--- src/rtl/lef_pkg.sv ---
// shared types, constants and helpers for the laplacian edge filter
`default_nettype none

package lef_pkg;

  localparam int unsigned SAMPLE_BITS  = 16;
  localparam int unsigned OUT_BITS     = SAMPLE_BITS + 3;
  localparam int unsigned MAX_COLS     = 1024;
  localparam int unsigned COL_BITS     = $clog2(MAX_COLS);
  localparam int unsigned CFG_COL_BITS = COL_BITS + 1;
  localparam int unsigned ROW_BITS     = 16;
  localparam int unsigned APB_ADDR_BITS = 3;
  localparam int unsigned APB_DATA_BITS = 32;

  // output queue, depth must be a power of two
  localparam int unsigned OUT_DEPTH    = 8;
  localparam int unsigned OUT_PTR_BITS = $clog2(OUT_DEPTH);
  localparam int unsigned OUT_CNT_BITS = $clog2(OUT_DEPTH + 1);

  typedef enum logic {
    REG_FRAME_ROWS = 1'b0,
    REG_FRAME_COLS = 1'b1
  } reg_idx_e;

  typedef logic signed [SAMPLE_BITS-1:0] sample_t;
  typedef logic signed [OUT_BITS-1:0]    wide_t;

  // one line store word: row r-2 and row r-1 samples of a column
  typedef struct packed {
    sample_t older;
    sample_t newer;
  } line_t;

  localparam int unsigned LINE_BITS = $bits(line_t);

  typedef struct packed {
    wide_t pix;
    logic  last;
    logic  eof;
  } res_t;

  // results handed from the stencil stage to the output queue
  typedef struct packed {
    logic [1:0] cnt;
    res_t       first;
    res_t       second;
  } push_t;

  function automatic wide_t ext_sample(input sample_t s);
    return OUT_BITS'(s);
  endfunction

endpackage

`default_nettype wire

--- src/rtl/lef_out_fifo.sv ---
// result queue: takes up to two results a cycle, hands out one per transfer
`default_nettype none

module lef_out_fifo (
  input  wire logic                           clk_i,
  input  wire logic                           rst_ni,
  input  wire lef_pkg::push_t                 push_i,
  output logic [lef_pkg::OUT_CNT_BITS-1:0]    count_o,
  output logic                                out_valid_o,
  input  wire logic                           out_stall_i,
  output lef_pkg::res_t                       head_o
);

  lef_pkg::res_t                        entries_q [lef_pkg::OUT_DEPTH];
  logic [lef_pkg::OUT_PTR_BITS-1:0]     wr_ptr_q, wr_ptr_d;
  logic [lef_pkg::OUT_PTR_BITS-1:0]     rd_ptr_q, rd_ptr_d;
  logic [lef_pkg::OUT_CNT_BITS-1:0]     count_q, count_d;
  logic [lef_pkg::OUT_PTR_BITS-1:0]     wr_ptr_next;
  logic                                 pop;

  assign out_valid_o = (count_q != '0);
  assign pop         = out_valid_o && !out_stall_i;
  assign head_o      = entries_q[rd_ptr_q];
  assign count_o     = count_q;
  assign wr_ptr_next = wr_ptr_q + lef_pkg::OUT_PTR_BITS'(1);

  always_comb begin
    wr_ptr_d = wr_ptr_q + lef_pkg::OUT_PTR_BITS'(push_i.cnt);
    rd_ptr_d = rd_ptr_q + lef_pkg::OUT_PTR_BITS'(pop);
    count_d  = count_q + lef_pkg::OUT_CNT_BITS'(push_i.cnt)
               - lef_pkg::OUT_CNT_BITS'(pop);
  end

  always_ff @(posedge clk_i) begin
    if (push_i.cnt != 2'd0) begin
      entries_q[wr_ptr_q] <= push_i.first;
    end
    if (push_i.cnt == 2'd2) begin
      entries_q[wr_ptr_next] <= push_i.second;
    end
  end

  always_ff @(posedge clk_i or negedge rst_ni) begin
    if (!rst_ni) begin
      wr_ptr_q <= '0;
      rd_ptr_q <= '0;
      count_q  <= '0;
    end else begin
      wr_ptr_q <= wr_ptr_d;
      rd_ptr_q <= rd_ptr_d;
      count_q  <= count_d;
    end
  end

endmodule

`default_nettype wire

--- config.mk ---
export PLATFORM = sky130hd
export DESIGN_NAME = lef_out_fifo
export DESIGN_NICKNAME = d
export VERILOG_FILES = /design/src/rtl/lef_pkg.sv /design/src/rtl/lef_out_fifo.sv
export SDC_FILE = /design/constraint.sdc
export NUM_CORES = 1
export LEC_CHECK = 0
export BUFFER_PORTS_ARGS = -buffer_cell sky130_fd_sc_hd__clkbuf_2
export CAP_MARGIN = 25
export CORE_MARGIN = 1
export CORE_UTILIZATION = 32
export CTS_BUF_LIST = sky130_fd_sc_hd__clkbuf_2
export DETAILED_ROUTE_END_ITERATION = 7
export GPL_ROUTABILITY_DRIVEN = 0
export HOLD_SLACK_MARGIN = 0.02
export SYNTH_ARGS = -nofsm -noshare
export SYNTH_HDL_FRONTEND = slang
export SYNTH_SLANG_ARGS = --single-unit
--- constraint.sdc ---
create_clock -name clk_i -period 3.9 [get_ports clk_i]
set_input_delay 0.195 -clock clk_i [delete_from_list [all_inputs] [get_ports clk_i]]
set_output_delay 0.195 -clock clk_i [all_outputs]
set_load 0.02 [all_outputs]
Word level (Yosys, flattened, before mapping)

Memories as Yosys holds them, arrays and structs flattened.
Index checks and enable logic that the tools add are counted.

Flip-flop bits (word level): 10
Bits in writable memories: 168
Input port bits: 47
Output and inout bits: 26
Logic and storage cells: 18
Memories: 1

Memories:

| memory    | depth | bits a word | read ports | clocked after Yosys merged registers in | wr ports | RTL line           | source |
|---|---|---|---|---|---|---|---|
| entries_q | 8     | 21          | 1          | 0                                       | 2        | lef_out_fifo.sv:14 | `lef_pkg::res_t entries_q [lef_pkg::OUT_DEPTH];` |

Add/sub/neg operators: 5
Equal/unequal tests: 1
Muxes and demuxes: 4
Reduce and logical (&&, ||, !) cells: 4

Operators by type and width:

| kind                  | number |
|---|---|
| $add A4 B2 Y4         | 1 |
| $mux W1               | 4 |
| $reduce_bool A4 Y1    | 1 |
| $sub A4 B1 Y4         | 1 |
| $add A3 B1 Y3         | 1 |
| $add A3 B1 Y3 const B | 1 |
| $add A3 B2 Y3         | 1 |
| $eq A2 B2 Y1 const B  | 1 |
| $reduce_bool A2 Y1    | 1 |
| $logic_and A1 B1 Y1   | 1 |
| $logic_not A1 Y1      | 1 |

Longest topological paths before layout

Gate-level depths: netlist (run 1).

Depth after elaboration: 3
Mapped depth: 9
Depth with buffers taken out: 9

Worst setup path before layout (run 1)

OpenSTA, ideal clock, no wires.

Kind: reg2reg
From: reg wr_ptr_q[0] in the netlist's numbering
To: mem entries_q[0][0] in the netlist's numbering, enable pin
Setup time: 0.432 ns
Arrival time: 2.301 ns
Required time: 3.468 ns
Setup slack: 1.167 ns
Stages on the path, launching flop included: 3
Buffers on the path: 0
Clock period less this slack: 2.733 ns
Cell sequence: dfrtp_1 -> o21bai_1 -> o31ai_1

RTL lines:

| item                   | RTL line           | source |
|---|---|---|
| start, declared        | lef_out_fifo.sv:15 | `logic [lef_pkg::OUT_PTR_BITS-1:0] wr_ptr_q, wr_ptr_d;` |
| start signal, assigned | lef_out_fifo.sv:49 | `wr_ptr_q <= wr_ptr_d;` |
| end, declared          | lef_out_fifo.sv:14 |  |

==> results.json, run 1 <==
{
  "post_cts_buffers": 0,
  "syn_avg_cell_area_um2": 18.3,
  "hp-class": "in -> reg",
  "yosys.area.top_type": "edfxtp_1",
  "drt_pass1_iterations": 4,
  "syn2layout_area_growth_pct": 19.6,
  "nets": 705,
  "crit_type": "reg -> reg",
  "portBuffers": 72,
  "fillers": 2632,
  "dieHeight_um": 171,
  "routed_wl_um": 21400,
  "netlist.area_leader.share_pct": 55.2,
  "htree_levels": 4,
  "worst_slew_pin_slew_ns": 0.963,
  "drt-initial-drc-count": 367,
  "vias_per_cell": 4.99,
  "pwr_density_cell_nw_per_um2": 673,
  "crit_required_ns": 4.46,
  "yosysSeqAreaShare_pct": 57.9,
  "maxCapViolCount": 0,
  "yosysUniqueCellTypes": 33,
  "grt.total_usage_pct": 15.4,
  "fin_skew_ns": 0.0403,
  "dp_hpwl_um": 13500,
  "cp-start-kind": "flop",
  "r2r_start": "wr_ptr_q[1]$_DFF_PN0_",
  "power.leakage_nw": 3.90,
  "synthCells": 500,
  "insertion_delay_ns": 0.75,
  "initial_core_util_pct": 32.7,
  "num_rows": 61,
  "critPathCaptureType": "flop",
  "io_pins": 73,
  "rr_endpoint": "entries_q[6][13]$_DFFE_PP_",
  "gr-total-overflow": 0,
  "critPathArrivalTime_ns": 3.97,
  "fin_crit_sh_pct": 87.2,
  "path_max_fanout": 11,
  "max_freq_mhz": 294,
  "cts_made_buffers": 17,
  "cts_tree": "done",
  "grt_pass1_wl_um": 32900,
  "finalHoldViolCount": 0,
  "yosysWarningCount": 0,
  "die_area_um2": 29200,
  "layout_commonest_cell": "edfxtp_1",
  "synth-seq-cells": 178,
  "mostFrequentLayoutCells": "edfxtp_1, mux2_2, clkbuf_2",
  "synth_nets": 559,
  "synthTopCellsByArea": "edfxtp_1, mux2_2, mux4_2",
  "max_slew_margin_pct": 35.1,
  "clockBufferDepth": 2,
  "r2r_slack_ns": 0.50,
  "cts-root-buf": "clkbuf_2",
  "clkSlewWorstSetupHoldPaths_ns": 0.28,
  "outcome": "finished, final reports clean",
  "antenna_found_initial": 1,
  "grt_max_degree": 26,
  "clock_sinks": 178,
  "finalSetupViolCount": 0,
  "maxSlewViolCount": 0,
  "netlist_area_um2": 9140,
  "whs_path_depth": 3,
  "worstHoldEndpoint": "wr_ptr_q[0]$_DFF_PN0_",
  "rsz0062_at_grt": "false",
  "hold_path.startpoint": "push_i[42]",
  "setup_tns_ns": 0,
  "core_um2": 27900,
  "ir_worst_vdd_v": 0.000259,
  "ant_nets": 0,
  "vias": 5179,
  "die_w_um": 171,
  "grt_pass1_vias": 5574,
  "drc": 0,
  "fin_util_pct": 39.1,
  "fin_crit_ns": 3.40,
  "r2r_cells": 6,
  "wl_per_cell_um": 20.6,
  "layout-drive-gt1-share_pct": 55.8
}
[cells by family (layout without fill, tap and decap cells)]
kind of cell | count (synthesis) | in the layout | synth area share, %
multiplexers | 231 | 231 | 34.6
flip-flops | 178 | 178 | 57.9
buffers and inverters | 43 | 202 | 2.82
AND/OR/NAND/NOR | 17 | 17 | 1.23
AO/OA/AOI/OAI | 13 | 13 | 0.849
adder cells (fa/ha/maj) | 12 | 12 | 1.81
XOR/XNOR | 6 | 6 | 0.739
other | 0 | 1 | 0
[cells in the mapped netlist, drive strengths merged]
library cell / number
ha: 10
a21oi: 2
nor3b: 1
inv: 14
mux2: 189
fa: 2
dfrtp: 10
xnor2: 3
nand3: 2
nor4b: 1
mux4: 42
edfxtp: 168
o21bai: 1
nand2: 7
xor2: 3
a21o: 1
clkbuf: 6
o31ai: 2
nand4b: 1
and4bb: 1
nand2b: 1
nor2: 3
o21ai: 5
o22ai: 2
buf: 23
[worst max-delay path by stage]
| stage | from | to | slack (ns) | cells past startpoint |
|---|---|---|---|---|
| detailed placement | wr_ptr_q[1]$_DFF_PN0_ | entries_q[4][4]$_DFFE_PP_ | 1.02 | 5 |
| finish | wr_ptr_q[1]$_DFF_PN0_ | entries_q[6][13]$_DFFE_PP_ | 0.50 | 6 |
| floorplan | wr_ptr_q[0]$_DFF_PN0_ | entries_q[0][0]$_DFFE_PP_ | 1.17 | 2 |
| CTS | rd_ptr_q[0]$_DFF_PN0_ | head_o[9] | 0.48 | 4 |
| global placement | wr_ptr_q[1]$_DFF_PN0_ | entries_q[4][8]$_DFFE_PP_ | 1.16 | 5 |
| global route | wr_ptr_q[1]$_DFF_PN0_ | entries_q[6][13]$_DFFE_PP_ | 0.36 | 6 |
[per-layer routing]
metal / global-route usage, % / vias up / routed length, µm
li1: - / 2320 / -
met1: 19.6 / 2731 / 9380
met2: 26.8 / 115 / 11000
met3: 2.66 / 13 / 791
met4: 4.35 / 0 / 240
met5: 0 / - / 0
[worst max-delay path, cell delays in order, from the launching register on]
cell and delay, ns:
dfrtp_1 0.55, ha_1 0.43, nand4b_1 0.29, nor2_2 0.66, buf_4 0.37, mux2_2 0.36
dlygate4sd3_1 0.55
[power breakdown]
part | switching (W) | total (W) | internal [W]
Combinational | 0.00172 | 0.00320 | 0.00149
Sequential | 0.000311 | 0.00312 | 0.00281
Clock | 0.000709 | 0.00103 | 0.000323
Total | 0.00274 | 0.00735 | 0.00462
[stage by stage]
stage | power, W | hold slack (ns) | instance area [µm²] | worst slack, ns | instances
after floorplan | 0.00528 | -0.101 | 9140 | 1.17 | 500
after global placement | 0.00625 | 0.0736 | 9960 | 1.16 | 936
after detailed placement | 0.00636 | 0.0768 | 9980 | 1.02 | 937
after CTS | 0.00746 | 0.272 | 10900 | 0.483 | 1037
after global routing | 0.00776 | 0.269 | 10900 | 0.363 | 1038
final | 0.00735 | 0.347 | 10900 | 0.499 | 1038
[area by class of cell]
cell class | instances | area, µm² | area share [%]
sequential | 178 | 5300 | 48.5
tap | 378 | 473 | 4.33
timing repair buffer | 156 | 1190 | 10.9
inverter | 14 | 52.6 | 0.481
multi-input combinational | 279 | 3650 | 33.4
antenna | 1 | 2.50 | 0.0229
clock buffer | 18 | 90.1 | 0.824
clock inverter | 14 | 171 | 1.57
[registers in the layout, indices dropped and copies added, names as in the netlist]
register / flops
wr_ptr_q: 3
entries_q: 168
rd_ptr_q: 3
count_o: 4
[what timing repair did]
| action | 4_1_cts | 5_1_grt |
|---|---|---|
| resized for setup | 0 | 0 |
| hold endpoints to repair | 185 | 0 |
| hold buffers | 68 | 0 |
Note: power is estimated with default switching activity, not from simulation.
==> inputs of run 2 (changes only) <==
- ABC_AREA: not set -> 1
- CORE_UTILIZATION: 32 -> 45
- RECOVER_POWER: not set -> 100
==> results.json, run 2 <==
{
  "outcome": "finished, violations left",
  "violations": "capacitance limit, slew limit",
  "yosysUniqueCellTypes": 23,
  "cts-root-buf": "clkbuf_2",
  "clockBufferDepth": 2,
  "die_w_um": 158,
  "critPathArrivalTime_ns": 3.88,
  "synth-edff-count": 168,
  "comb_power_share_pct": 57.0,
  "rsz0062_at_grt": "false",
  "max_slew_margin_pct": -32.7,
  "drt-initial-drc-count": 1090,
  "drc": 0,
  "dieHeight_um": 158,
  "power.leakage_nw": 5.93,
  "whs_path_depth": 3,
  "critPathCaptureType": "flop",
  "largest_register_ff_count": 168,
  "fillers": 2304,
  "portBuffers": 72,
  "vias": 9717,
  "initial_core_util_pct": 46.2,
  "r2r_start": "wr_ptr_q[0]$_DFF_PN0_",
  "antenna_found_initial": 3,
  "pwr-share-seq_pct": 33.2,
  "drt_pass1_iterations": 7,
  "cp-start-kind": "flop",
  "setup_tns_ns": 0,
  "netlist.area_leader.share_pct": 46.3,
  "gr-total-overflow": 0,
  "synth_nets": 1486,
  "ys.flop_type": "edfxtp_1",
  "crit_type": "reg -> reg",
  "post_cts_buffers": 0,
  "grt_pass1_wl_um": 53000,
  "slowest_stage": "o21ai_1",
  "p_int_w": 0.00422,
  "rr_endpoint": "entries_q[5][0]$_DFFE_PP_",
  "cts_made_buffers": 17,
  "mostFrequentLayoutCells": "nand2_1, inv_1, nand4_1, edfxtp_1, nand3_1",
  "finalHoldViolCount": 0,
  "num_rows": 56,
  "syn_avg_cell_area_um2": 7.64,
  "p_sw_share_pct": 52.6,
  "fin_util_pct": 51.1,
  "routed_wl_um": 33700,
  "vias_per_cell": 5.37,
  "path_max_fanout": 43,
  "maxSlewViolCount": 33,
  "maxCapViolCount": 3,
  "layout_commonest_cell": "nand2_1",
  "yosysWarningCount": 0,
  "finalSetupViolCount": 0,
  "synthCells": 1427,
  "yosysSeqAreaShare_pct": 48.6,
  "synthTopCellsByArea": "edfxtp_1, nand2_1, nand4_1",
  "synth_commonest_cells": "nand2_1, inv_1, edfxtp_1, nand4_1, nand3_1",
  "insertion_delay_ns": 0.76,
  "grt.total_usage_pct": 28.6,
  "netlist_area_um2": 10900,
  "yosysMostFrequentCell": "nand2_1",
  "hold_path.startpoint": "push_i[42]",
  "pwr_density_cell_nw_per_um2": 738,
  "io_pins": 73,
  "fin_skew_ns": 0.0285,
  "clock_sinks": 178,
  "crit_required_ns": 4.38,
  "cts_tree": "done",
  "ctsHoldBuffers": 68,
  "core_um2": 23600,
  "r2r_cells": 5,
  "grt_pass1_vias": 9247,
  "fin_crit_ns": 3.41,
  "cpPeakStageDelay_ns": 0.89,
  "ant_nets": 0,
  "worstHoldEndpoint": "wr_ptr_q[0]$_DFF_PN0_",
  "top_register": "entries_q",
  "syn2layout_area_growth_pct": 10.6,
  "crit_chain": "ha_2 -> inv_2 -> nand3_1 -> o21ai_1 -> buf_4",
  "yosys.area.top_type": "edfxtp_1",
  "wl_per_cell_um": 18.6,
  "layout-drive-gt1-share_pct": 8.26,
  "post_cts_resized": 0,
  "max_freq_mhz": 293,
  "die_area_um2": 24900,
  "r2r_slack_ns": 0.49,
  "nets": 1536,
  "synth-seq-cells": 178,
  "dp_hpwl_um": 20100,
  "clkSlewWorstSetupHoldPaths_ns": 0.25,
  "clkPwrFrac_pct": 9.9,
  "hp-class": "in -> reg",
  "fin_crit_sh_pct": 87.4,
  "p_switching_w": 0.00468,
  "grt_max_degree": 52,
  "async_flop_share_pct": 5.62,
  "ir_worst_vdd_v": 0.000746,
  "htree_levels": 4,
  "worst_slew_pin_slew_ns": 1.97
}
## run 2: area by class of cell
type	count	area (µm²)	share of cell area, %
antenna	2	5.00	0.0415
clock buffer	19	95.1	0.789
clock inverter	12	92.6	0.768
inverter	191	718	5.96
multi-input combinational	914	4160	34.5
sequential	178	5300	43.9
tap	319	399	3.31
timing repair buffer	175	1290	10.7
## run 2: worst max-delay path by stage
stage | startpoint | to | slack, ns | cells after the start
3_5_place_dp | wr_ptr_q[0]$_DFF_PN0_ | entries_q[2][16]$_DFFE_PP_ | 0.95 | 6
6_report | wr_ptr_q[0]$_DFF_PN0_ | entries_q[5][0]$_DFFE_PP_ | 0.49 | 5
4_1_cts | rd_ptr_q[1]$_DFF_PN0_ | head_o[11] | 0.58 | 7
2_1_floorplan | wr_ptr_q[0]$_DFF_PN0_ | entries_q[6][0]$_DFFE_PP_ | 1.32 | 3
5_1_grt | wr_ptr_q[0]$_DFF_PN0_ | entries_q[5][0]$_DFFE_PP_ | 0.31 | 5
3_3_place_gp | wr_ptr_q[0]$_DFF_PN0_ | entries_q[2][16]$_DFFE_PP_ | 0.98 | 6
## run 2: worst max-delay path: cells and delay by family, from the launching register on
kind,cells,cell delay [ns]
compound gates,1,0.89
fa+ha+maj,1,0.51
buf+inv,2,1.00
flops,1,0.53
simple gates,1,0.18
## run 2: power groups by stage
| stage | clock [W] | combinational [W] | sequential [W] |
|---|---|---|---|
| floorplan | 0 | 0.00350 | 0.00302 |
| global placement | 0 | 0.00492 | 0.00298 |
| detailed placement | 0 | 0.00497 | 0.00300 |
| CTS | 0.000893 | 0.00507 | 0.00295 |
| global route | 0.000960 | 0.00557 | 0.00300 |
| finish | 0.000877 | 0.00507 | 0.00295 |
## run 2: stage by stage
| stage | instances | hold WS (ns) | total power, W | instance area [µm²] | setup slack, ns |
|---|---|---|---|---|---|
| final | 1810 | 0.236 | 0.00890 | 12100 | 0.492 |
| after global routing | 1809 | 0.196 | 0.00953 | 12100 | 0.305 |
| after CTS | 1806 | 0.164 | 0.00891 | 12100 | 0.584 |
| after detailed placement | 1707 | 0.0946 | 0.00797 | 11200 | 0.948 |
| after global placement | 1707 | 0.0867 | 0.00790 | 11200 | 0.981 |
| after floorplan | 1427 | -0.101 | 0.00652 | 10900 | 1.32 |
## run 2: cell families (layout without fill, tap and decap cells)
family	count (synthesis)	after routing	synth area share, %
adders and majority gates	12	12	1.51
and+or+nand+nor	888	888	35.7
other	0	2	0
buffers and inverters	335	397	13.4
AOI/OAI and AO/OA	10	10	0.471
DFF	178	178	48.6
xor gates and xnor gates	4	4	0.321
## run 2: metal layers
metal | vias up | part of all wire (%) | wire (µm) | GRT usage (%)
met3 | 49 | 7.7 | 2600 | 4.82
met5 | - | 0 | 0 | 0
met2 | 411 | 48 | 16100 | 45.9
met1 | 4565 | 43 | 14300 | 39.5
li1 | 4692 | - | - | -
met4 | 0 | 1.9 | 635 | 8.88
==> inputs of run 3 (changes only) <==
- GPL_TIMING_DRIVEN: not set -> 0
- REMOVE_ABC_BUFFERS: not set -> 1
==> results.json, run 3 (synthesis results as in run 2) <==
{
  "outcome": "finished, final reports clean",
  "core_um2": 23600,
  "wl_per_cell_um": 17.7,
  "dpl-instance-area_um2": 11600,
  "dp.cells": 1697,
  "hold_slack_ns": 0.233,
  "critPathArrivalTime_ns": 4.35,
  "whs_path_depth": 3,
  "die_w_um": 158,
  "r2r_cells": 9,
  "cts_made_buffers": 17,
  "maxCapViolCount": 0,
  "nets": 1523,
  "max_slew_margin_pct": 28.1,
  "worst_slew_pin_slew_ns": 1.08,
  "fin_crit_ns": 3.81,
  "vias": 9633,
  "syn2layout_area_growth_pct": 14.6,
  "ant_nets": 0,
  "layout-drive-gt1-share_pct": 8.53,
  "setup_tns_ns": 0,
  "layout_commonest_cell": "nand2_1",
  "ir_worst_vdd_v": 0.00150,
  "die_area_um2": 24900,
  "finalSetupViolCount": 0,
  "clock_sinks": 178,
  "initial_core_util_pct": 46.2,
  "cpPeakStageDelay_ns": 0.77,
  "critPathCaptureType": "flop",
  "portBuffers": 72,
  "grt_pass1_vias": 9191,
  "post_cts_buffers": 0,
  "insertion_delay_ns": 0.75,
  "antenna_found_initial": 1,
  "top_register": "entries_q",
  "dp_hpwl_um": 18100,
  "cp-start-kind": "flop",
  "clockBufferDepth": 2,
  "power.leakage_nw": 6.07,
  "path_max_fanout": 88,
  "clkSlewWorstSetupHoldPaths_ns": 0.29,
  "fin_crit_sh_pct": 97.8,
  "dieHeight_um": 158,
  "htree_levels": 4,
  "stdcell_count": 1797,
  "crit_type": "reg -> reg",
  "hp-class": "in -> reg",
  "finish.instance_area_um2": 12500,
  "grt_max_degree": 89,
  "cp_common_cell": "nand2_1",
  "mostFrequentLayoutCells": "nand2_1, inv_1, nand4_1, edfxtp_1, nand3_1",
  "drt_pass1_iterations": 7,
  "routed_wl_um": 31700,
  "grt_pass1_wl_um": 48900,
  "fin_skew_ns": 0.0622,
  "rsz0062_at_grt": "false",
  "vias_per_cell": 5.36,
  "largest_register_ff_count": 168,
  "gr-total-overflow": 0,
  "num_rows": 56,
  "cts-root-buf": "clkbuf_2",
  "crit_required_ns": 4.44,
  "grt.total_usage_pct": 26.5,
  "maxSlewViolCount": 0,
  "slowest_stage": "nand2_4",
  "max_freq_mhz": 262,
  "drc": 0,
  "crit_chain": "ha_4 -> inv_1 -> nand2_1 -> nand2_4 -> nand3_1 -> buf_16 -> nand2_1 -> nand2_1 -> dlygate4sd3_1",
  "cts_tree": "done",
  "io_pins": 73,
  "pwr_density_cell_nw_per_um2": 753,
  "finalHoldViolCount": 0,
  "drt-initial-drc-count": 844
}
## run 3: cell type report
class                      count  area, µm²
antenna                        1       2.50
clock buffer                  18       90.1
clock inverter                14        151
fill                        2212      11100
inverter                     191        722
multi-input combinational    914       4260
sequential                   178       5300
tap                          319        399
timing repair buffer         162       1570
## run 3: path summary, 6_finish.rpt
path | slack, ns | startpoint | endpoint
setup / recovery | 0.09 | wr_ptr_q[0]$_DFF_PN0_ | entries_q[0][8]$_DFFE_PP_
hold / removal | 0.23 | push_i[42] | wr_ptr_q[0]$_DFF_PN0_
setup reg to reg | 0.09 | wr_ptr_q[0]$_DFF_PN0_ | entries_q[0][8]$_DFFE_PP_
hold reg to reg | 0.64 | wr_ptr_q[2]$_DFF_PN0_ | wr_ptr_q[2]$_DFF_PN0_
max in group asynchronous | 3.19 | rst_ni | rd_ptr_q[0]$_DFF_PN0_
min in group asynchronous | 0.37 | rst_ni | count_o[2]$_DFF_PN0_
## run 3: worst max-delay path: cells and delay by family, from the launching register on
kind / cells / cell delay [ns]
adders and majority gates: 1 / 0.22
buffers and inverters: 3 / 1.03
and+or+nand+nor: 5 / 1.74
DFF: 1 / 0.56
## run 3: report_power, final
group | internal [W] | switching (W) | leakage (nW)
Clock | 0.000311 | 0.000685 | 0.156
Sequential | 0.00280 | 0.000251 | 1.66
Combinational | 0.00150 | 0.00386 | 4.25
Total | 0.00461 | 0.00480 | 6.07
## run 3: per-stage QoR
step	power [W]	utilization [%]	setup slack (ns)
final	0.00941	52.9	0.0875
after global routing	0.0100	52.9	0.00592
after CTS	0.00945	53.1	0.0613
after detailed placement	0.00840	49.2	0.198
after global placement	0.00759	46.2	-7.41
after floorplan	0.00602	-	-2.37
## run 3: repair_timing
| item | 4_1_cts | 5_1_grt |
|---|---|---|
| setup endpoints to repair | 0 | 74 |
| endpoints found under the hold margin | 188 | 0 |
| gates resized for setup | 0 | 3 |
| hold buffers | 67 | 0 |
## run 3: routing by layer
metal  vias to the layer above  global-route usage (%)  part of all wire, %
met3                        80                    2.96                  6.8
met5                         -                       0                    0
met1                      4500                    33.2                   41
met4                         0                    10.8                  2.8
li1                       4675                       -                    -
met2                       378                    46.6                   49
